`src/sv/i2cbbm_pkg.sv`:
```
// Shared types, constants and phase tables for the bit-banged I2C master.
// Used by every module of the block. It depends on no other file.
`default_nettype none

package i2cbbm_pkg;

    localparam int BYTE_BITS   = 8;
    localparam int UNIT_W      = 16;
    localparam int DELAY_W     = 18;
    localparam int PHASE_W     = 3;
    localparam int BITCNT_W    = 4;
    localparam int QUEUE_DEPTH = 4;
    localparam int QPTR_W      = $clog2(QUEUE_DEPTH);
    localparam int QCNT_W      = $clog2(QUEUE_DEPTH + 1);

    localparam logic [UNIT_W-1:0] UNIT_TICKS_RESET = UNIT_W'(100);

    // Command codes as they arrive on the mode field.
    typedef enum logic [2:0] {
        CMD_NONE      = 3'd0,
        CMD_START     = 3'd1,
        CMD_STOP      = 3'd2,
        CMD_WRITE     = 3'd3,
        CMD_READ_ACK  = 3'd4,
        CMD_READ_BYTE = 3'd5,
        CMD_SEND_ACK  = 3'd6
    } cmd_t;

    // How a phase drives the data line.
    typedef enum logic [1:0] {
        SDA_LOW  = 2'd0,
        SDA_HIGH = 2'd1,
        SDA_KEEP = 2'd2,
        SDA_VAR  = 2'd3
    } sda_code_t;

    typedef struct packed {
        logic      scl;
        sda_code_t sda;
        logic [1:0] unit_shift;   // phase length is unit_ticks << unit_shift
        logic      sample;
    } phase_t;

    // One classified request as it travels from the front to the back.
    typedef struct packed {
        cmd_t                 cmd;
        logic [BYTE_BITS-1:0] data;
        logic                 ack;
        logic                 sda;
    } item_t;

    typedef struct packed {
        logic [PHASE_W-1:0] count;
        logic               has_loop;
        logic [PHASE_W-1:0] loop_first;
        logic [PHASE_W-1:0] loop_last;
    } cmd_info_t;

    function automatic cmd_info_t cmd_info(input cmd_t c);
        cmd_info_t r;
        r = '{count: 3'd0, has_loop: 1'b0, loop_first: 3'd0, loop_last: 3'd0};
        case (c)
            CMD_START:     r.count = 3'd2;
            CMD_STOP:      r.count = 3'd3;
            CMD_WRITE:     r = '{count: 3'd3, has_loop: 1'b1, loop_first: 3'd0, loop_last: 3'd1};
            CMD_READ_ACK:  r.count = 3'd4;
            CMD_READ_BYTE: r = '{count: 3'd5, has_loop: 1'b1, loop_first: 3'd2, loop_last: 3'd4};
            CMD_SEND_ACK:  r.count = 3'd3;
            default:       r.count = 3'd0;
        endcase
        return r;
    endfunction

    function automatic phase_t phase_lookup(input cmd_t c, input logic [PHASE_W-1:0] p);
        phase_t r;
        r = '{scl: 1'b0, sda: SDA_LOW, unit_shift: 2'd0, sample: 1'b0};
        case (c)
            CMD_START: begin
                case (p)
                    3'd0:    r = '{1'b1, SDA_HIGH, 2'd1, 1'b0};
                    3'd1:    r = '{1'b1, SDA_LOW,  2'd1, 1'b0};
                    default: r = '{1'b0, SDA_LOW,  2'd0, 1'b0};
                endcase
            end
            CMD_STOP: begin
                case (p)
                    3'd0:    r = '{1'b0, SDA_LOW,  2'd1, 1'b0};
                    3'd1:    r = '{1'b1, SDA_KEEP, 2'd1, 1'b0};
                    3'd2:    r = '{1'b1, SDA_HIGH, 2'd1, 1'b0};
                    default: r = '{1'b0, SDA_LOW,  2'd0, 1'b0};
                endcase
            end
            CMD_WRITE: begin
                case (p)
                    3'd0:    r = '{1'b0, SDA_KEEP, 2'd1, 1'b0};
                    3'd1:    r = '{1'b1, SDA_VAR,  2'd1, 1'b0};
                    3'd2:    r = '{1'b0, SDA_KEEP, 2'd0, 1'b0};
                    default: r = '{1'b0, SDA_LOW,  2'd0, 1'b0};
                endcase
            end
            CMD_READ_ACK: begin
                case (p)
                    3'd0:    r = '{1'b0, SDA_KEEP, 2'd0, 1'b0};
                    3'd1:    r = '{1'b0, SDA_HIGH, 2'd0, 1'b0};
                    3'd2:    r = '{1'b1, SDA_KEEP, 2'd0, 1'b1};
                    3'd3:    r = '{1'b0, SDA_KEEP, 2'd0, 1'b0};
                    default: r = '{1'b0, SDA_LOW,  2'd0, 1'b0};
                endcase
            end
            CMD_READ_BYTE: begin
                case (p)
                    3'd0:    r = '{1'b0, SDA_KEEP, 2'd0, 1'b0};
                    3'd1:    r = '{1'b0, SDA_HIGH, 2'd0, 1'b0};
                    3'd2:    r = '{1'b1, SDA_KEEP, 2'd0, 1'b1};
                    3'd3:    r = '{1'b1, SDA_KEEP, 2'd0, 1'b0};
                    3'd4:    r = '{1'b0, SDA_KEEP, 2'd2, 1'b0};
                    default: r = '{1'b0, SDA_LOW,  2'd0, 1'b0};
                endcase
            end
            CMD_SEND_ACK: begin
                case (p)
                    3'd0:    r = '{1'b0, SDA_KEEP, 2'd0, 1'b0};
                    3'd1:    r = '{1'b1, SDA_VAR,  2'd1, 1'b0};
                    3'd2:    r = '{1'b0, SDA_KEEP, 2'd0, 1'b0};
                    default: r = '{1'b0, SDA_LOW,  2'd0, 1'b0};
                endcase
            end
            default: r = '{1'b0, SDA_LOW, 2'd0, 1'b0};
        endcase
        return r;
    endfunction

endpackage

`default_nettype wire

```
`src/sv/i2cbbm_queue.sv`:
```
// Short request queue between the front end and the bus sequencer.
// Depends on i2cbbm_pkg.
`default_nettype none

module i2cbbm_queue
    import i2cbbm_pkg::*;
(
    input  wire logic  aclk,
    input  wire logic  aresetn,
    input  wire logic  push,
    input  wire item_t push_item,
    output logic       not_full,
    input  wire logic  pop,
    output logic       not_empty,
    output item_t      head_item
);

    item_t             mem_reg [QUEUE_DEPTH];
    logic [QPTR_W-1:0] wr_ptr_reg, wr_ptr_next;
    logic [QPTR_W-1:0] rd_ptr_reg, rd_ptr_next;
    logic [QCNT_W-1:0] count_reg, count_next;

    assign not_full  = (count_reg != QCNT_W'(QUEUE_DEPTH));
    assign not_empty = (count_reg != '0);
    assign head_item = mem_reg[rd_ptr_reg];

    always_comb begin
        wr_ptr_next = wr_ptr_reg;
        rd_ptr_next = rd_ptr_reg;
        count_next  = count_reg;
        if (push) begin
            wr_ptr_next = wr_ptr_reg + QPTR_W'(1);
        end
        if (pop) begin
            rd_ptr_next = rd_ptr_reg + QPTR_W'(1);
        end
        if (push && !pop) begin
            count_next = count_reg + QCNT_W'(1);
        end else if (!push && pop) begin
            count_next = count_reg - QCNT_W'(1);
        end
    end

    always_ff @(posedge aclk) begin
        if (!aresetn) begin
            wr_ptr_reg <= '0;
            rd_ptr_reg <= '0;
            count_reg  <= '0;
        end else begin
            wr_ptr_reg <= wr_ptr_next;
            rd_ptr_reg <= rd_ptr_next;
            count_reg  <= count_next;
        end
    end

    always_ff @(posedge aclk) begin
        if (push) begin
            mem_reg[wr_ptr_reg] <= push_item;
        end
    end

endmodule

`default_nettype wire

```
`config.mk`:
```
export PLATFORM = sky130hd
export DESIGN_NAME = i2cbbm_queue
export DESIGN_NICKNAME = d
export VERILOG_FILES = /design/src/sv/i2cbbm_pkg.sv /design/src/sv/i2cbbm_queue.sv
export SDC_FILE = /design/constraint.sdc
export NUM_CORES = 1
export LEC_CHECK = 0
export BUFFER_PORTS_ARGS = -buffer_cell sky130_fd_sc_hd__buf_2
export CAP_MARGIN = 0
export CORE_UTILIZATION = 55
export CTS_CLUSTER_SIZE = 10
export DETAILED_ROUTE_END_ITERATION = 7
export GPL_TIMING_DRIVEN = 0
export PLACE_DENSITY_LB_ADDON = 0.1
export SYNTH_ARGS = -nofsm -noshare
export SYNTH_HDL_FRONTEND = slang
export SYNTH_SLANG_ARGS = --single-unit
```
`constraint.sdc`:
```
create_clock -name aclk -period 5.2 [get_ports aclk]
set_clock_uncertainty 0.1 [all_clocks]
set_input_delay 1.04 -clock aclk [delete_from_list [all_inputs] [get_ports aclk]]
set_output_delay 1.04 -clock aclk [all_outputs]
set_load 0.01 [all_outputs]
```
==> summary.md, run 1 <==
| Metric | Value |
|---|---|
| Status | finished clean |
| DR vias/cell | 5.39 |
| Final Hold Vio Count | 0 |
| Finish-stage setup viols | 0 |
| Yosys top cell area share | between 60 and 70% |
| Top post-synthesis cells by area | edfxtp_1 (67%), mux4_2 (9.7%), dfxtp_1 (7.7%), mux4_1 (3.4%), ha_1 (2.7%) |
| # DRC | 0 |
| Yosys warns | 0 |
| GPL Wtd Cong | 0.614 |
| Clock Path Buffers | 2 |
| TritonCTS clock tree | built |
| Syn_area_per_cell | 21.0 um2 |
| CTS resizes | 0 |
| Highest Signal Layer | met4 |
| CP top delay family | multiplexers |
| Fin crit share | between 50% and 60% |
| Vias in the first global route | 1218 |
| Worst Path Buf+Inv | 2 |
| Most frequent cells in the layout | edfxtp_1 (52), buf_2 (32), mux4_2 (10) |
| Number of H-tree levels | 3 |
| Met3 wire length | 164 um |
| Rel. slew slack | 55.2% |
| Total negative slack | 0 ps |
| DRT Wirelength | 3640 um |
| CP peak stage delay | 520 ps |
| Post-synth net total | 134 |
| WL met2 | 2040 um |
| TritonCTS Buffers | 9 |
| WL met1 | 1380 um |
| Antenna-violating nets left | 0 |
| Crit Path Class | reg -> out |
| Post-synthesis cell count | 111 |
| Crit path time final | 2820 ps |
| # clock sinks | 61 |
| Clock Latency Late Sink | 320 ps |
| Largest area contributor in the synthesized netlist | edfxtp_1 |
| Starting Density | 57.8% |
| Min-delay src | count_reg[2]$_SDFFE_PN0P_ |
| Tightest Pin Transition | 672 ps |
| Critical path peak fanout | 10 |
| Power Density | 395 nW/um2 |
| Crit-path slowest cell | mux4_2 |
| FP Rows | 23 |
| Leak pwr | approximately 1 nW |
| Root Buffer | clkbuf_8 |
| Hold crit path type | reg -> reg |
| Die Width | between 60 and 70 um |
| Largest net degree at the start of global routing | 14 |
| Most common cell after layout, fill and taps aside | edfxtp_1 |
| Slew Limit Fails | 0 |
| Fmax | 0.355 GHz |
| Critical Path RT | 4060 ps |
| DR pass1 iterations | 4 |
| Yosys cell types | 19 |
| Area Growth Syn to Fin | 17.0% |
| Layout Utilization | about 68% |
| Worst Setup Start Kind | register |
| CP Cell Sequence | buf_6 > mux4_2 > buf_2 |
| RSZ-0062 raised after global routing | false |
| Post-synthesis sequential area ratio | approximately three quarters |
| Worst EP arrival | 1680 ps |
| Via Count | 1122 |
| First DRT Iteration DRCs | 64 |
| Global Route Usage Sum | 20.2% |
| Mapped Area | 2330 um2 |
| Maxcap violations | 0 |
| N_diodes | 0 |
| #FFs+latches synth | 61 |
| Post CTS Setup Buffer Count | 0 |
| Share of layout cells above drive strength 1 | roughly 34% |
| Hold Buf Count CTS | 0 |
| Fillers | around 270 |
| Remaining Overflow, GRT | 0 |
| Full die area | 4500 um2 |
| Worst IR drop on VDD | 320 uV |
| Clock transition at path regs | 60 ps |
| Port Buffers | 31 |
| Final nets | 176 |
| Die height | around 67 um |
| First-pass GRT wire length | 5780 um |
| Initial antenna violation count | 0 |
| Ports | 32 |
| Max FFs per register | 52 |
| Wirelength per Cell | 17.5 um |
| Placeable Area | 4030 um2 |
| Detail Placement HPWL | between 2000 and 2500 um |
| R2R Path Start | count_reg[0]$_SDFFE_PN0P_ |
| CP Capture Type | output port |
synthesized netlist by cell type:
library cell / instances
dfxtp_1: 9
mux4_2: 10
buf_6: 1
ha_1: 5
o21ai_0: 1
and2_1: 9
inv_1: 4
edfxtp_1: 52
buf_2: 1
a21boi_0: 1
xnor2_1: 2
nor2_1: 1
nor2b_1: 2
mux2i_1: 2
fa_1: 1
xor2_1: 3
mux4_1: 3
nand2_1: 2
or3_1: 2
through the flow:
stage	cell area [um2]	instances	hold slack [ps]	setup slack [ps]	total power, mW
after floorplan	2330	111	372	2780	0.654
after global placement	2550	192	383	2620	0.692
after detailed placement	2550	192	425	2500	0.700
after CTS	2720	208	438	2340	1.09
after global routing	2720	208	477	2300	1.12
final	2720	208	438	2380	1.07
path summary, 6_finish.rpt:
kind | end | slack, ps | cells past startpoint
worst max-delay path | head_item[6] | 2380 | 3
worst max register to register | count_reg[2]$_SDFFE_PN0P_ | 3570 | 4
worst min register to register | count_reg[2]$_SDFFE_PN0P_ | 440 | 2
worst min-delay path | count_reg[2]$_SDFFE_PN0P_ | 440 | 2
where the power goes:
group	switching, mW	internal (mW)
registers	0.0139	0.560
clock network	0.166	0.222
logic	0.0558	0.0571
per-layer routing:
layer / GRT usage (%) / vias to the layer above
met2: 33.4 / 27
met4: 9.84 / 0
met3: 9.59 / 5
li1: - / 526
met1: 21.3 / 564
met5: 0 / -
area by class of cell:
| class | count | area [um2] | share of cell area [%] |
|---|---|---|---|
| multi-input cells | 44 | 556 | 20.4 |
| repair buffers | 31 | 155 | 5.70 |
| plain buffers | 2 | 16.3 | 0.597 |
| flip-flops and latches | 61 | 1740 | 63.9 |
| clock inverters | 2 | 35.0 | 1.29 |
| inverters | 4 | 15.0 | 0.551 |
| clock buffers | 14 | 143 | 5.24 |
| well taps | 50 | 62.6 | 2.30 |
worst register-to-register path: stages, from the launching register on:
cell      delay (ps)
dfxtp_1          350
fa_1             450
xor2_1           180
or3_1            320
a21boi_0         170
cell families after synthesis:
family                     synth area share [%]
buffers and inverters                      1.34
muxes                                      13.9
and+or+nand+nor                            3.98
adders and majority gates                  3.55
DFF                                        74.8
AOI/OAI and AO/OA                         0.537
xor gates and xnor gates                   1.88
Note: power is estimated with default switching activity, not from simulation.
==> run 2, diff against run 1 <==
--- a/config.mk
+++ b/config.mk
@@ -5,6 +5,7 @@
 export SDC_FILE = /design/constraint.sdc
 export NUM_CORES = 1
 export LEC_CHECK = 0
+export ABC_AREA = 1
 export BUFFER_PORTS_ARGS = -buffer_cell sky130_fd_sc_hd__buf_2
 export CAP_MARGIN = 0
 export CORE_UTILIZATION = 55
==> constraint.sdc (replaced) <==
create_clock -name aclk -period 2.9 [get_ports aclk]
set_clock_uncertainty 0.1 [all_clocks]
set_input_delay 0.58 -clock aclk [delete_from_list [all_inputs] [get_ports aclk]]
set_output_delay 0.58 -clock aclk [all_outputs]
set_load 0.01 [all_outputs]
==> run 2 against run 1 <==
Setup slack lost 1600 ps. Flip-flop and latch count is the same. Critical path type unchanged. Highest routed layer unchanged. Count of clock-buffer cells in the layout shrank 5. Via count grew 37%. Synthesized cell count grew 66%. Clock power grew 98%. Critical endpoint is now head_item[3]. Global-route usage grew 2.6 points. Area after synthesis grew 3.9%. Cell area grew 4.3%.
==> summary.md, run 2 <==
| Metric | Value |
|---|---|
| Final nets | 249 |
| Placeable Area | 4120 um2 |
| Simple-Gate Fraction of Synth Area | 7.08% |
| Starting Density | between 50% and 60% |
| Die Width | just under 70 um |
| Rel. slew slack | between 60% and 70% |
| Wirelength per Cell | 16.1 um |
| # DRC | 0 |
| Full die area | ~4700 um2 |
| Post-Synth Adder-Cell Area | 3.41% |
| Synth top cells by count | edfxtp_1 (52), nor2_1 (26), o21ai_0 (25) |
| Cell Area, Placed | 2640 um2 |
| Via Count | roughly 1500 |
| Post-synthesis sequential area ratio | 72.0% |
| Asr flop ratio synth | 0% |
| Total negative slack | 0 ps |
| Post-synth net total | 207 |
| Layout Utilization | 69.0% |
| Critical path peak fanout | 10 |
| Mapped Area | 2420 um2 |
| Most frequent cells in the layout | edfxtp_1 (52), buf_2 (33), nor2_1 (26), o21ai_0 (25), inv_1 (16) |
| First DRT Iteration DRCs | 93 |
| CP Capture Type | output port |
| Fin crit share | 74.4% |
| Yosys cell types | 22 |
| DR pass1 iterations | 4 |
| Placement Setup Slack | 969 ps |
| Top FF cell, synth | edfxtp_1 |
| Hold Buf Count CTS | 0 |
| Top-count cell post-synth | edfxtp_1 |
| Clock Path Buffers | 2 |
| FP Rows | 23 |
| Yosys top cell area share | 64.5% |
| Worst Setup Start Kind | register |
| Leak pwr | around 1.1 nW |
| DRT Wirelength | 4540 um |
| Max FFs per register | 52 |
| Tightest Pin Transition | 583 ps |
| Combinational family with the most area after synthesis | compound AO/OA/AOI/OAI gates |
| Remaining Overflow, GRT | 0 |
| Port Buffers | 31 |
| Mux share of post-synthesis cell area | 0% |
| Post CTS Setup Buffer Count | 0 |
| Share of layout cells above drive strength 1 | roughly a quarter |
| Crit Path Class | reg -> out |
| Crit path time final | 2160 ps |
| CTS resizes | 0 |
| Critical Path RT | 2220 ps |
| Die height | 68.3 um |
| TritonCTS clock tree | built |
| Maxcap violations | 0 |
| Yosys warns | 0 |
| Largest area contributor in the synthesized netlist | edfxtp_1 |
| Clock Latency Late Sink | between 300 and 400 ps |
| Ports | 32 |
| # placed instances | 265 |
| GPL Wtd Cong | 0.718 |
| Final Hold Vio Count | 0 |
| Finish-stage setup viols | 0 |
| Top post-synthesis cells by area | edfxtp_1 (65%), dfxtp_1 (7.4%), o21ai_0 (5.2%), nor2_1 (4.0%), o22ai_1 (3.4%) |
| Vias in the first global route | 1627 |
| Layout Cells excl Fill | 281 |
| Post-synthesis compound-gate area fraction | 11.2% |
| RSZ-0062 raised after global routing | false |
| Post-synthesis cell count | 184 |
| Initial antenna violation count | 0 |
| # clock sinks | 61 |
| Detail Placement HPWL | 3000 um |
| EDFF count, synth | 52 |
| Worst Slack Setup Final | 741 ps |
| Most common cell after layout, fill and taps aside | edfxtp_1 |
| Status | finished clean |
| Power Density | 700 nW/um2 |
| Syn_area_per_cell | 13.2 um2 |
| Root Buffer | clkbuf_8 |
| Design Power | 1.99 mW |
| Final hold slack | ~360 ps |
| Cell area after layout | 2840 um2 |
| DR vias/cell | 5.46 |
| N_diodes | 0 |
| Clock transition at path regs | 60 ps |
| Global Route Usage Sum | 22.8% |
| #FFs+latches synth | 61 |
| Fmax | 0.463 GHz |
| XOR/XNOR Fraction of Synth Area | 0% |
| Area Growth Syn to Fin | 17.4% |
| Worst EP arrival | 1480 ps |
| Hold crit path type | reg -> reg |
| Largest net degree at the start of global routing | 14 |
| Slew Limit Fails | 0 |
| Number of H-tree levels | 3 |
| Antenna-violating nets left | 0 |
| TritonCTS Buffers | 9 |
| First-pass GRT wire length | 7180 um |
| Worst IR drop on VDD | a little over 500 uV |
| Fillers | a little over 300 |
## run 2: changes by cell type after synthesis, sizes merged, moves of 7 or more
cell   previous run  this run
nand2             2         9
mux4             13         0
nor2              1        29
o21ai             1        32
and2              9         0
o22ai             0        13
inv               4        18
## run 2: worst max-delay path: stages, from the launching register on
cell     delay (ps)
dfxtp_1         410
buf_2           250
o21ai_0         130
o22ai_1         200
buf_2           160
## run 2: report_power, final
part,switching (mW),leakage [nW],internal [mW]
Sequential,0.0157,0.552,0.997
Combinational,0.130,0.453,0.0799
Clock,0.296,0.103,0.470
Total,0.442,1.11,1.55
## run 2: layout make-up
type | count | area (um2) | area share, %
clock buffers | 9 | 124 | 4.36
clock inverters | 7 | 80.1 | 2.82
inverters | 18 | 75.1 | 2.64
multi-input cells | 98 | 524 | 18.4
well taps | 50 | 62.6 | 2.20
repair buffers | 31 | 155 | 5.46
plain buffers | 7 | 78.8 | 2.77
flip-flops and latches | 61 | 1740 | 61.3
## run 2: cell families after synthesis
kind of cell	Yosys count
flip-flops	61
AO/OA/AOI/OAI	50
AND/OR/NAND/NOR	42
buffers and inverters	25
adder cells (fa/ha/maj)	6
## run 2: metal layers
layer	part of all wire, %	global-route usage (%)	vias to the layer above
li1	-	-	745
met1	40	24.9	744
met2	54	37.9	37
met3	4.2	6.50	8
met4	1.8	15.9	0
met5	0	0	-
## run 2: final timing paths
kind              depth (start not counted)                        from  slack, ps                         end
setup / recovery                          4                    register        740                head_item[3]
hold / removal                            1  rd_ptr_reg[1]$_SDFFE_PN0P_        360  rd_ptr_reg[1]$_SDFFE_PN0P_
setup reg to reg                          4  wr_ptr_reg[0]$_SDFFE_PN0P_       1350     mem_reg[2][0]$_DFFE_PP_
hold reg to reg                           1  rd_ptr_reg[1]$_SDFFE_PN0P_        360  rd_ptr_reg[1]$_SDFFE_PN0P_
==> run 3, diff against run 2 <==
--- a/config.mk
+++ b/config.mk
@@ -5,10 +5,10 @@
 export SDC_FILE = /design/constraint.sdc
 export NUM_CORES = 1
 export LEC_CHECK = 0
-export ABC_AREA = 1
+export ABC_AREA = 0
 export BUFFER_PORTS_ARGS = -buffer_cell sky130_fd_sc_hd__buf_2
 export CAP_MARGIN = 0
-export CORE_UTILIZATION = 55
+export CORE_UTILIZATION = 50
 export CTS_CLUSTER_SIZE = 10
 export DETAILED_ROUTE_END_ITERATION = 7
 export GPL_TIMING_DRIVEN = 0
==> constraint.sdc (replaced) <==
create_clock -name aclk -period 1.9 [get_ports aclk]
set_clock_uncertainty 0.1 [all_clocks]
set_input_delay 0.38 -clock aclk [delete_from_list [all_inputs] [get_ports aclk]]
set_output_delay 0.38 -clock aclk [all_outputs]
set_load 0.01 [all_outputs]
==> run 3 against run 2 <==
The flow now finishes with violations (negative setup slack). Clock power rose by 25%. Utilization fell by 5.7 points. Total power rose by 46%. Count of clock-buffer cells in the layout rose by 5. First-iteration DRC count fell by 59%. Flip-flop and latch count did not move. Combinational power rose by 75%. Register-to-register slack got worse by 1100 ps. Sequential power rose by 55%. Critical path depth fell by 1. Non-clock buffer count fell by 2. Largest power group unchanged.
==> summary.md, run 3 (synthesized netlist as in run 1, its figures left out) <==
| Metric | Value |
|---|---|
| # clock sinks | 61 |
| Leak pwr | 1.01 nW |
| Worst Setup Start Kind | register |
| Met2 global-route usage | 29.1% |
| DR pass1 iterations | 4 |
| Global Route Usage Sum | 18.3% |
| Detail Placement HPWL | 2390 um |
| TritonCTS Buffers | 9 |
| First-pass GRT wire length | 6200 um |
| Met3 Use GR | 6.64% |
| Seq pwr share | about 54% |
| Number of H-tree levels | 3 |
| Placeable Area | roughly 4400 um2 |
| First DRT Iteration DRCs | 38 |
| Wirelength per Cell | around 18 um |
| Most common cell after layout, fill and taps aside | edfxtp_1 |
| Clock Latency Late Sink | 330 ps |
| Maxcap violations | 0 |
| Clock transition at path regs | 60 ps |
| Share of layout cells above drive strength 1 | 38.5% |
| Design Power | 2.90 mW |
| Initial antenna violation count | 0 |
| Final hold slack | ~160 ps |
| Fin crit share | 105% |
| RSZ-0062 raised after global routing | true |
| Antenna-violating nets left | 0 |
| Final Hold Vio Count | 0 |
| Fillers | 318 |
| Remaining Overflow, GRT | 0 |
| Root Buffer | clkbuf_8 |
| TritonCTS clock tree | built |
| Hold crit path type | in -> reg |
| Finish-stage setup viols | 13 |
| Starting Density | 52.7% |
| Area Growth Syn to Fin | 20.1% |
| Clock Path Buffers | 2 |
| Worst IR drop on VDD | 652 uV |
| Area occupied by multi-input gates | 544 um2 |
| Port Buffers | 31 |
| DR vias/cell | 5.32 |
| Comb pwr share | between 10% and 20% |
| Placement Setup Slack | -141 ps |
| Worst EP arrival | roughly 1500 ps |
| Ports | 32 |
| Clock network power share | between 30% and 40% |
| Most frequent cells in the layout | edfxtp_1 (52), buf_2 (25), mux4_2 (13), clkbuf_8 (10), and2_1 (9) |
| Via Count | approximately 1100 |
| Register area | around 1700 um2 |
| Largest net degree at the start of global routing | 14 |
| Power Density | a little over 1000 nW/um2 |
| Critical Path RT | 1420 ps |
| Die height | 70.2 um |
| Full die area | slightly below 5000 um2 |
| Tightest Pin Transition | between 700 and 800 ps |
| Die Width | 70.2 um |
| Crit path time final | ~2000 ps |
| Busiest grt layer | met2 |
| Slew Limit Fails | 0 |
| Max FFs per register | 52 |
| Crit Path Class | reg -> out |
| Critical path peak fanout | 5 |
| Status | finished with violations |
| Switching Power | approximately 660 uW |
| Fmax | ~0.50 GHz |
| Violated checks | negative setup slack |
| GPL Wtd Cong | just under 0.8 |
| # DRC | 0 |
| Vias in the first global route | roughly 1200 |
| Final nets | roughly 180 |
| DRT Wirelength | 3900 um |
| FP Rows | 24 |
| Met1 Track Usage GR | 21.8% |
| Worst R2R Path Depth | 4 |
| Internal | 2.24 mW |
| Worst Slack Setup Final | -103 ps |
| Min-Delay Path Depth | 1 |
| N_diodes | 0 |
| Rel. slew slack | 53.2% |
| CP Capture Type | output port |
| Net Sw Frac | ~23% |
| Hold Buf Count CTS | 0 |
==> run 3: path summary, 6_finish.rpt <==
| check | slack (ps) | from | endpoint |
|---|---|---|---|
| worst min-delay path | 160 | push_item[9] | mem_reg[1][9]$_DFFE_PP_ |
| worst max-delay path | -100 | register | head_item[0] |
| worst max register to register | 270 | count_reg[0]$_SDFFE_PN0P_ | count_reg[2]$_SDFFE_PN0P_ |
| worst min register to register | 430 | count_reg[2]$_SDFFE_PN0P_ | count_reg[2]$_SDFFE_PN0P_ |
==> run 3: routing by layer <==
metal | routed length, um | vias to the layer above
met5 | 0 | -
met4 | 77 | 0
met3 | 204 | 9
met2 | 2070 | 36
met1 | 1560 | 567
li1 | - | 522
==> run 3: area by class of cell <==
class	instances	area share, %
Buffer	2	0.984
Timing Repair Buffer	34	8.46
Inverter	4	0.537
Sequential cell	61	62.4
Clock inverter	2	0.358
Multi-Input combinational cell	44	19.5
Clock buffer	14	5.46
Tap cell	52	2.33
==> run 3: what timing repair did <==
item	4_1_cts	5_1_grt
resized for setup	8	7
setup endpoints to repair	13	13
buffers inserted	2	0
gates cloned	0	1
==> run 3: worst max-delay path, cell delays in order, from the launching register on <==
cell	delay, ps
dfxtp_4	390
clkbuf_16	160
mux4_2	480
buf_2	160
==> run 3: per-stage QoR <==
stage / setup TNS (ps) / std cells / area, um2 / util (%)
floorplan: 0 / 111 / 2330 / -
global placement: -25.0 / 194 / 2550 / 57.7
detailed placement: -141 / 194 / 2550 / 57.7
CTS: -1120 / 212 / 2740 / 62.1
global route: -1670 / 213 / 2800 / 63.4
finish: -1080 / 213 / 2800 / 63.4
==> run 3: power groups by stage <==
stage / Clock [mW] / Sequential, mW / Combinational (mW)
floorplan: 0 / 1.59 / 0.204
global placement: 0 / 1.59 / 0.307
detailed placement: 0 / 1.60 / 0.319
CTS: 0.979 / 1.57 / 0.342
global route: 1.04 / 1.58 / 0.399
finish: 0.959 / 1.57 / 0.368
